===== src/design/rc48_pkg.sv =====
package rc48_pkg;

    // default ring history depth
    localparam int HISTORY_DEPTH_DEF = 16;

    localparam int BYTE_W  = 8;
    localparam int VALUE_W = 6;
    localparam int CODE_N  = 64;

    // value bits that must be clear for an id0 code
    localparam logic [VALUE_W-1:0] ID0_MASK = 6'h3C;

    // 4-of-8 line codes, indexed by the 6-bit value they carry
    localparam logic [BYTE_W-1:0] CODE_TABLE [CODE_N] = '{
        8'hAC, 8'hAA, 8'hA9, 8'hA5, 8'hA3, 8'hA6, 8'h9C, 8'h9A,
        8'h99, 8'h95, 8'h93, 8'h96, 8'h8E, 8'h8D, 8'h8B, 8'hB1,
        8'hB2, 8'hB4, 8'hB8, 8'h74, 8'h72, 8'h6C, 8'h6A, 8'h69,
        8'h65, 8'h63, 8'h66, 8'h5C, 8'h5A, 8'h59, 8'h55, 8'h53,
        8'h56, 8'h4E, 8'h4D, 8'h4B, 8'h47, 8'h71, 8'hE8, 8'hE4,
        8'hE2, 8'hD1, 8'hC9, 8'hC5, 8'hD8, 8'hD4, 8'hD2, 8'hCA,
        8'hC6, 8'hCC, 8'h78, 8'h17, 8'h1B, 8'h1D, 8'h1E, 8'h2E,
        8'h36, 8'h3A, 8'h27, 8'h2B, 8'h2D, 8'h35, 8'h39, 8'h33
    };

    typedef struct packed {
        logic               ok;
        logic [VALUE_W-1:0] value;
    } t_decode;

    typedef enum logic [1:0] {
        ST_IDLE,
        ST_OLD,
        ST_NEW,
        ST_DUMP
    } t_state;

    // controller to datapath
    typedef struct packed {
        logic accept;
        logic handle;
        logic sel_new;
        logic dump_start;
        logic load_entry;
        logic load_last;
    } t_cmd;

    // datapath to controller
    typedef struct packed {
        logic dump_hit;
        logic out_free;
        logic cnt_done;
    } t_sts;

    // reverse lookup of a line byte; control codes and non-codes give ok = 0
    function automatic t_decode decode(input logic [BYTE_W-1:0] raw);
        t_decode d;
        d.ok    = 1'b0;
        d.value = '0;
        for (int i = 0; i < CODE_N; i++) begin
            if (CODE_TABLE[i] == raw) begin
                d.ok    = 1'b1;
                d.value = VALUE_W'(i);
            end
        end
        return d;
    endfunction

endpackage


===== src/design/rc48_in_if.sv =====
interface rc48_in_if;
    logic       valid;
    logic       ready;
    logic [7:0] rx_byte;

    modport source (output valid, output rx_byte, input ready);
    modport sink (input valid, input rx_byte, output ready);
endinterface


===== src/design/rc48_out_if.sv =====
interface rc48_out_if;
    logic       valid;
    logic       ready;
    logic [7:0] out_byte;
    logic       last;

    modport source (output valid, output out_byte, output last, input ready);
    modport sink (input valid, input out_byte, input last, output ready);
endinterface


===== src/design/railcom_4of8_id0_decoder.sv =====
// a request is taken in IDLE, then the previous and the new byte are decoded
// in the OLD and NEW states; ready returns when the controller is back in IDLE.
// a completed payload adds HISTORY_DEPTH + 1 output bytes (17 by default),
// one result per cycle while the sink keeps ready high, through the output register.
// a new byte is not taken until the last one, and any dump it starts, is done.
// reset clears the history at once through per-slot written flags.
module railcom_4of8_id0_decoder #(
    parameter int HISTORY_DEPTH = rc48_pkg::HISTORY_DEPTH_DEF
) (
    input  logic              i_clk,
    input  logic              i_rst_n,
    rc48_in_if.sink           i_rx,
    rc48_out_if.source        o_res
);

    rc48_pkg::t_cmd cmd;
    rc48_pkg::t_sts sts;
    logic           in_ready;
    logic           out_valid;
    logic [7:0]     out_byte;
    logic           out_last;

    // control
    rc48_ctrl u_ctrl (
        .i_clk      (i_clk),
        .i_rst_n    (i_rst_n),
        .i_in_valid (i_rx.valid),
        .o_in_ready (in_ready),
        .i_sts      (sts),
        .o_cmd      (cmd)
    );

    // datapath
    rc48_datapath #(
        .HISTORY_DEPTH (HISTORY_DEPTH)
    ) u_datapath (
        .i_clk       (i_clk),
        .i_rst_n     (i_rst_n),
        .i_rx_byte   (i_rx.rx_byte),
        .i_out_ready (o_res.ready),
        .o_out_valid (out_valid),
        .o_out_byte  (out_byte),
        .o_out_last  (out_last),
        .i_cmd       (cmd),
        .o_sts       (sts)
    );

    // channel hookup
    assign i_rx.ready     = in_ready;
    assign o_res.valid    = out_valid;
    assign o_res.out_byte = out_byte;
    assign o_res.last     = out_last;

endmodule


===== src/design/rc48_ctrl.sv =====
module rc48_ctrl (
    input  logic           i_clk,
    input  logic           i_rst_n,
    input  logic           i_in_valid,
    output logic           o_in_ready,
    input  rc48_pkg::t_sts i_sts,
    output rc48_pkg::t_cmd o_cmd
);

    rc48_pkg::t_state r_state;
    rc48_pkg::t_state n_state;
    logic             r_new_pending;
    logic             n_new_pending;

    // state register
    always_ff @(posedge i_clk) begin
        if (!i_rst_n) begin
            r_state       <= rc48_pkg::ST_IDLE;
            r_new_pending <= 1'b0;
        end else begin
            r_state       <= n_state;
            r_new_pending <= n_new_pending;
        end
    end

    // next state and commands
    always_comb begin
        n_state       = r_state;
        n_new_pending = r_new_pending;
        o_cmd         = '0;
        o_in_ready    = 1'b0;
        case (r_state)
            rc48_pkg::ST_IDLE: begin
                o_in_ready   = 1'b1;
                o_cmd.accept = i_in_valid;
                if (i_in_valid) begin
                    n_state = rc48_pkg::ST_OLD;
                end
            end
            rc48_pkg::ST_OLD: begin
                // previous byte first
                o_cmd.handle = 1'b1;
                if (i_sts.dump_hit) begin
                    o_cmd.dump_start = 1'b1;
                    n_new_pending    = 1'b1;
                    n_state          = rc48_pkg::ST_DUMP;
                end else begin
                    n_state = rc48_pkg::ST_NEW;
                end
            end
            rc48_pkg::ST_NEW: begin
                o_cmd.handle  = 1'b1;
                o_cmd.sel_new = 1'b1;
                if (i_sts.dump_hit) begin
                    o_cmd.dump_start = 1'b1;
                    n_state          = rc48_pkg::ST_DUMP;
                end else begin
                    n_state = rc48_pkg::ST_IDLE;
                end
            end
            rc48_pkg::ST_DUMP: begin
                // one history byte per free output slot, then the payload
                if (i_sts.out_free) begin
                    if (i_sts.cnt_done) begin
                        o_cmd.load_last = 1'b1;
                        n_new_pending   = 1'b0;
                        n_state         = r_new_pending ? rc48_pkg::ST_NEW
                                                        : rc48_pkg::ST_IDLE;
                    end else begin
                        o_cmd.load_entry = 1'b1;
                    end
                end
            end
            default: begin
                n_state = rc48_pkg::ST_IDLE;
            end
        endcase
    end

endmodule


===== src/design/rc48_datapath.sv =====
module rc48_datapath #(
    parameter int HISTORY_DEPTH = rc48_pkg::HISTORY_DEPTH_DEF
) (
    input  logic           i_clk,
    input  logic           i_rst_n,
    input  logic [7:0]     i_rx_byte,
    input  logic           i_out_ready,
    output logic           o_out_valid,
    output logic [7:0]     o_out_byte,
    output logic           o_out_last,
    input  rc48_pkg::t_cmd i_cmd,
    output rc48_pkg::t_sts o_sts
);

    localparam int AW = (HISTORY_DEPTH > 1) ? $clog2(HISTORY_DEPTH) : 1;
    localparam int CW = $clog2(HISTORY_DEPTH + 1);
    localparam logic [AW-1:0] LAST_SLOT = AW'(HISTORY_DEPTH - 1);
    localparam logic [CW-1:0] DUMP_LEN  = CW'(HISTORY_DEPTH);

    logic [7:0]         r_mem [HISTORY_DEPTH];
    logic [HISTORY_DEPTH-1:0] r_vld;
    logic [AW-1:0]      r_wp;
    logic [AW-1:0]      n_wp;
    logic [7:0]         r_prior_byte;
    logic [7:0]         r_older;
    logic               r_await;
    logic [7:0]         r_partial;
    logic [AW-1:0]      r_rd_ptr;
    logic [CW-1:0]      r_rd_cnt;
    logic               r_out_valid;
    logic [7:0]         r_out_byte;
    logic               r_out_last;
    logic [7:0]         handle_raw;
    rc48_pkg::t_decode  dec;

    // ring advance
    assign n_wp = (r_wp == LAST_SLOT) ? '0 : r_wp + 1'b1;

    // byte under decode
    assign handle_raw = i_cmd.sel_new ? r_prior_byte : r_older;
    assign dec        = rc48_pkg::decode(handle_raw);

    // status to controller
    assign o_sts.dump_hit = r_await && dec.ok;
    assign o_sts.out_free = !r_out_valid || i_out_ready;
    assign o_sts.cnt_done = (r_rd_cnt == DUMP_LEN);

    // history store
    always_ff @(posedge i_clk) begin
        if (i_cmd.accept) begin
            r_mem[n_wp] <= i_rx_byte;
        end
    end

    // written flags, ring position and byte pair
    always_ff @(posedge i_clk) begin
        if (!i_rst_n) begin
            r_vld        <= '0;
            r_wp         <= '0;
            r_prior_byte <= '0;
        end else if (i_cmd.accept) begin
            r_vld[n_wp]  <= 1'b1;
            r_wp         <= n_wp;
            r_prior_byte <= i_rx_byte;
        end
    end

    always_ff @(posedge i_clk) begin
        if (i_cmd.accept) begin
            r_older <= r_prior_byte;
        end
    end

    // id0 search and payload assembly
    always_ff @(posedge i_clk) begin
        if (!i_rst_n) begin
            r_await   <= 1'b0;
            r_partial <= '0;
        end else if (i_cmd.handle) begin
            if (r_await) begin
                r_await <= 1'b0;
                if (dec.ok) begin
                    r_partial <= r_partial + {2'b00, dec.value};
                end
            end else if (dec.ok && ((dec.value & rc48_pkg::ID0_MASK) == '0)) begin
                r_partial <= {dec.value[1:0], 6'b000000};
                r_await   <= 1'b1;
            end
        end
    end

    // dump read pointer and count
    always_ff @(posedge i_clk) begin
        if (!i_rst_n) begin
            r_rd_ptr <= '0;
            r_rd_cnt <= '0;
        end else if (i_cmd.dump_start) begin
            r_rd_ptr <= n_wp;
            r_rd_cnt <= '0;
        end else if (i_cmd.load_entry) begin
            r_rd_ptr <= (r_rd_ptr == LAST_SLOT) ? '0 : r_rd_ptr + 1'b1;
            r_rd_cnt <= r_rd_cnt + 1'b1;
        end
    end

    // output register, also the registered read of the store
    always_ff @(posedge i_clk) begin
        if (!i_rst_n) begin
            r_out_valid <= 1'b0;
        end else if (i_cmd.load_entry || i_cmd.load_last) begin
            r_out_valid <= 1'b1;
        end else if (i_out_ready) begin
            r_out_valid <= 1'b0;
        end
    end

    always_ff @(posedge i_clk) begin
        if (i_cmd.load_entry) begin
            r_out_byte <= r_vld[r_rd_ptr] ? r_mem[r_rd_ptr] : 8'h00;
            r_out_last <= 1'b0;
        end else if (i_cmd.load_last) begin
            r_out_byte <= r_partial;
            r_out_last <= 1'b1;
        end
    end

    assign o_out_valid = r_out_valid;
    assign o_out_byte  = r_out_byte;
    assign o_out_last  = r_out_last;

endmodule

===== src/flat_wrapper.sv =====
// flat-port wrapper written by rule: the top's interface ports become plain ports
module railcom_4of8_id0_decoder_flat 
#(
    parameter int HISTORY_DEPTH = rc48_pkg::HISTORY_DEPTH_DEF
)
  (i_clk, i_rst_n, i_rx_valid, i_rx_rx_byte, i_rx_ready, o_res_valid, o_res_out_byte, o_res_last, o_res_ready);
  rc48_in_if i_rx_i ();
  rc48_out_if o_res_i ();
  input  logic i_clk;
  input  logic i_rst_n;
  input wire logic [$bits(i_rx_i.valid)-1:0] i_rx_valid;
  input wire logic [$bits(i_rx_i.rx_byte)-1:0] i_rx_rx_byte;
  output wire logic [$bits(i_rx_i.ready)-1:0] i_rx_ready;
  output wire logic [$bits(o_res_i.valid)-1:0] o_res_valid;
  output wire logic [$bits(o_res_i.out_byte)-1:0] o_res_out_byte;
  output wire logic [$bits(o_res_i.last)-1:0] o_res_last;
  input wire logic [$bits(o_res_i.ready)-1:0] o_res_ready;
  assign i_rx_i.valid = i_rx_valid;
  assign i_rx_i.rx_byte = i_rx_rx_byte;
  assign i_rx_ready = i_rx_i.ready;
  assign o_res_valid = o_res_i.valid;
  assign o_res_out_byte = o_res_i.out_byte;
  assign o_res_last = o_res_i.last;
  assign o_res_i.ready = o_res_ready;
  railcom_4of8_id0_decoder #(.HISTORY_DEPTH(HISTORY_DEPTH)) u_core (.i_clk(i_clk), .i_rst_n(i_rst_n), .i_rx(i_rx_i), .o_res(o_res_i));
endmodule

===== config.mk =====
export PLATFORM = sky130hd
export DESIGN_NAME = railcom_4of8_id0_decoder_flat
export DESIGN_NICKNAME = d
export VERILOG_FILES = /design/src/design/rc48_pkg.sv /design/src/design/rc48_in_if.sv /design/src/design/rc48_out_if.sv /design/src/design/railcom_4of8_id0_decoder.sv /design/src/design/rc48_ctrl.sv /design/src/design/rc48_datapath.sv /design/src/flat_wrapper.sv
export SDC_FILE = /design/constraint.sdc
export NUM_CORES = 1
export LEC_CHECK = 0
export BUFFER_PORTS_ARGS = -buffer_cell sky130_fd_sc_hd__buf_2
export CORE_MARGIN = 2
export CORE_UTILIZATION = 45
export DETAILED_ROUTE_END_ITERATION = 6
export SYNTH_ARGS = -nofsm -noshare
export SYNTH_HDL_FRONTEND = slang
export SYNTH_SLANG_ARGS = --single-unit
export TNS_END_PERCENT = 20

===== constraint.sdc =====
create_clock -name i_clk -period 3.9 [get_ports i_clk]
set_input_delay 0.195 -clock i_clk [delete_from_list [all_inputs] [get_ports i_clk]]
set_output_delay 0.195 -clock i_clk [all_outputs]
set_load 0.01 [all_outputs]

==> impl_metrics.json <==
{
  "status": "complete, but fails checks",
  "violations": "design-rule violations",
  "hold_class": "in2reg",
  "finalWeightedCongestion": 0.918,
  "synth_warnings": 0,
  "synth.mux.area_fraction_pct": 11.8,
  "ios": 23,
  "grt_start_max_net_pins": 38,
  "yosys.area.top_type": "edfxtp_1",
  "grt_antenna_before_repair": 0,
  "cellLeakagePower_uw": 0.00446,
  "vias": 6809,
  "cp.arrival_ps": 4170,
  "finalCoreUtilization_pct": 60.4,
  "numCtsBuffers": 17,
  "relSlewSlack_pct": 39.5,
  "hold_depth": 3,
  "reg2reg_depth": 19,
  "stdcell_area_um2": 12300,
  "pre_cts_ws_ps": -426,
  "worstPathMaxFanout": 6,
  "wirelength_um": 25900,
  "cpMostUsedCell": "buf_4",
  "row_count": 52,
  "syn_avg_cell_area_um2": 12.9,
  "hold_viol": 0,
  "ant_nets": 0,
  "post_dp_cell_area_um2": 10700,
  "overflow": 0,
  "slowest_stage": "a2111o_1",
  "irDropWorstVdd_mv": 0.366,
  "required_ps": 4220,
  "synth_fp_nets": 759,
  "layout-drive-gt1-share_pct": 40.6,
  "worst_hold_slack_ps": 130,
  "synth_edf_count": 144,
  "fin_ws_ps": 49.2,
  "via_per_inst": 5.71,
  "cap_viol_max_count": 0,
  "grt_pass1_wl_um": 39400,
  "synth_xor_area_share_pct": 1.49,
  "drtPass1Iterations": 7,
  "setup_viol": 0,
  "cts_max_level": 4,
  "cts_hold_buf": 0,
  "synth_top_family_by_area": "simple AND/OR/NAND/NOR gates",
  "cp-start-kind": "flop",
  "p_sw_uw": 1870,
  "regArea_um2": 5430,
  "grt_use_total_pct": 24.0,
  "rsz0062_at_grt": "true",
  "worst-slew-pin-transition_ps": 895,
  "synth-compound-area-share_pct": 10.0,
  "core_um2": 20400,
  "synth_simple_gate_area_share_pct": 14.0,
  "p_int_uw": 4100,
  "worstSetupPathType": "reg2reg",
  "dpl.hpwl_um": 18400,
  "syn_area_um2": 9400,
  "die_w_um": 149,
  "clkSinkCount": 199,
  "p_clk_share_pct": 29.2,
  "p_per_area_nw_per_um2": 486,
  "fmax_mhz": 260,
  "antenna_cells": 0,
  "nets": 940,
  "critPathCaptureType": "flop",
  "swShare_pct": 31.4,
  "clk_latency_ps": 440,
  "comb_power_share_pct": 29.5,
  "root_buffer": "clkbuf_16",
  "ys_seq_area_share_pct": 57.7,
  "synth.top_cells.by_area": "edfxtp_1 (46%), dfxtp_1 (12%), mux4_2 (11%)",
  "portBuffers": 22,
  "seqPwrFrac_pct": 41.3,
  "path_cells": "inv_2 > ha_4 > buf_8 > buf_6 > and3b_4 > buf_4 > o22ai_2 > a211oi_2 > buf_4 > a2111o_1 > nand4b_1 > or2_4 > ha_4 > buf_4 > a21boi_2 > o31a_1 > nand3b_1 > o21ai_1 > a32o_2",
  "post-synth-top-area-fraction_pct": 46.0,
  "min_period_ps": 3850,
  "multi_input_area_um2": 4250,
  "cpLargestDelayFamily": "compound AO/OA/AOI/OAI gates",
  "fin_crit_sh_pct": 98.7,
  "fillCellCount": 1604,
  "cp.depth": 19,
  "grt_pass1_vias": 6747,
  "initial_core_util_pct": 46.2,
  "cp_slowest_stage_delay_ps": 380,
  "synth_fa_ha_area_share_pct": 2.48,
  "path_clk_slew_ps": 80,
  "synth_cell_types": 78,
  "async_flop_share_pct": 0,
  "drcViolationCount": 2,
  "cts_buffer_depth": 2,
  "die_h_um": 149,
  "wl_per_cell_um": 21.7,
  "synth_ff_type": "edfxtp_1",
  "worst-path-buf-inv": 6,
  "clock_skew_ps": 19.6,
  "drt_iter0_drc": 587,
  "slew_violations": 0,
  "die_area_um2": 22100,
  "ys_seq_elements": 199,
  "area_delta_synth_final_pct": 30.7,
  "syn_inst": 729,
  "cts_tree": "yes"
}
==> state kept, by name, indices dropped and copies added, names as in the netlist, named ones only <==
register / cells
u_core.u_datapath.r_rd_cnt: 5
u_core.u_datapath.r_partial: 8
u_core.u_datapath.r_rd_ptr: 4
u_core.u_datapath.r_vld: 16
u_core.u_datapath.r_older: 8
u_core.u_datapath.r_prior_byte: 8
u_core.u_datapath.r_await: 1
u_core.u_ctrl.r_new_pending: 1
u_core.u_datapath.r_wp: 4
u_core.u_datapath.r_mem: 128
u_core.u_datapath.o_out_valid: 1
u_core.u_ctrl.r_state: 2
u_core.u_datapath.o_out_byte: 8
u_core.u_datapath.o_out_last: 1
==> power by group through the flow <==
stage / Clock, uW / Combinational [uW] / Sequential (uW)
after global routing: 1860 / 1870 / 2480
final: 1750 / 1760 / 2470
after global placement: 0 / 1340 / 2500
after CTS: 1780 / 1460 / 2460
after detailed placement: 0 / 1330 / 2500
after floorplan: 0 / 709 / 2490
==> cell usage after synthesis (all sizes together), types with 7 or more instances <==
cell type    n
mux4        44
edfxtp     144
ha          17
o21ai       31
nand2b      12
o22ai       26
clkbuf      23
mux2i        7
dfxtp       55
nand2       60
nand4        8
inv         16
a21oi       25
nor3        20
buf         12
xnor2        7
xor2         9
and3b       11
nor2        93
nor3b       12
a211oi      13
==> path summary, 6_finish.rpt <==
path	startpoint	endpoint	slack, ps
setup / recovery	u_core.u_ctrl.r_state[0]	u_core.u_datapath.r_partial[7]	50
hold / removal	i_rx_rx_byte[2]	u_core.u_datapath.r_prior_byte[2]	130
setup reg to reg	u_core.u_ctrl.r_state[0]	u_core.u_datapath.r_partial[7]	50
hold reg to reg	u_core.u_datapath.r_vld[7]	u_core.u_datapath.r_vld[7]	470
==> stage by stage <==
step / TNS, ps / power, uW / instances
6_report: 0 / 5980 / 1193
3_3_place_gp: -1460 / 3840 / 1115
4_1_cts: -7.51 / 5700 / 1163
5_1_grt: -304 / 6220 / 1193
2_1_floorplan: 0 / 3200 / 729
3_5_place_dp: -1160 / 3830 / 1115
==> kinds of logic (layout without fill, tap and decap cells) <==
logic type / count (synthesis) / count (layout)
mux: 55 / 55
buf+inv: 52 / 246
xor+xnor: 16 / 16
fa+ha+maj: 18 / 18
compound gates: 134 / 134
flops: 199 / 199
simple gates: 255 / 255
==> metal layers <==
metal / GRT usage [%] / routed length, um / share of wire, % / vias to the layer above
met5: 0 / 0 / 0 / -
met4: 6.95 / 505 / 1.9 / 0
met3: 4.94 / 1370 / 5.3 / 40
met2: 38.7 / 12500 / 48 / 196
met1: 33.3 / 11500 / 44 / 3412
li1: - / - / - / 3161
==> layout by cell type (no fill, tap or decap), types with 10 or more instances in the layout <==
cell type	instances
a211oi_1	10
a21oi_1	24
buf_2	22
buf_4	147
buf_6	19
clkbuf_16	19
dfxtp_1	52
edfxtp_1	144
ha_1	13
inv_1	12
mux4_2	44
nand2_1	59
nand2b_1	11
nor2_1	79
nor3_1	12
o21ai_0	20
o22ai_1	11
==> cell type report <==
| class | count | share of cell area (%) |
|---|---|---|
| inverters | 17 | 0.560 |
| well taps | 270 | 2.75 |
| clock buffers | 18 | 3.49 |
| repair buffers | 197 | 13.1 |
| flip-flops and latches | 199 | 44.2 |
| multi-input cells | 478 | 34.6 |
| clock inverters | 14 | 1.38 |
==> tightest hold or removal path, cell delays in order <==
cell and delay [ps]:
buf_2 190, nand2_1 80, a21oi_1 60
==> timing repair <==
item	4_1_cts	5_1_grt
pin swaps	13	42
cloned	0	2
resized for setup	38	90
buffers inserted	16	31
endpoints found under the setup margin	4	9
(Power assumes the default switching activity.)
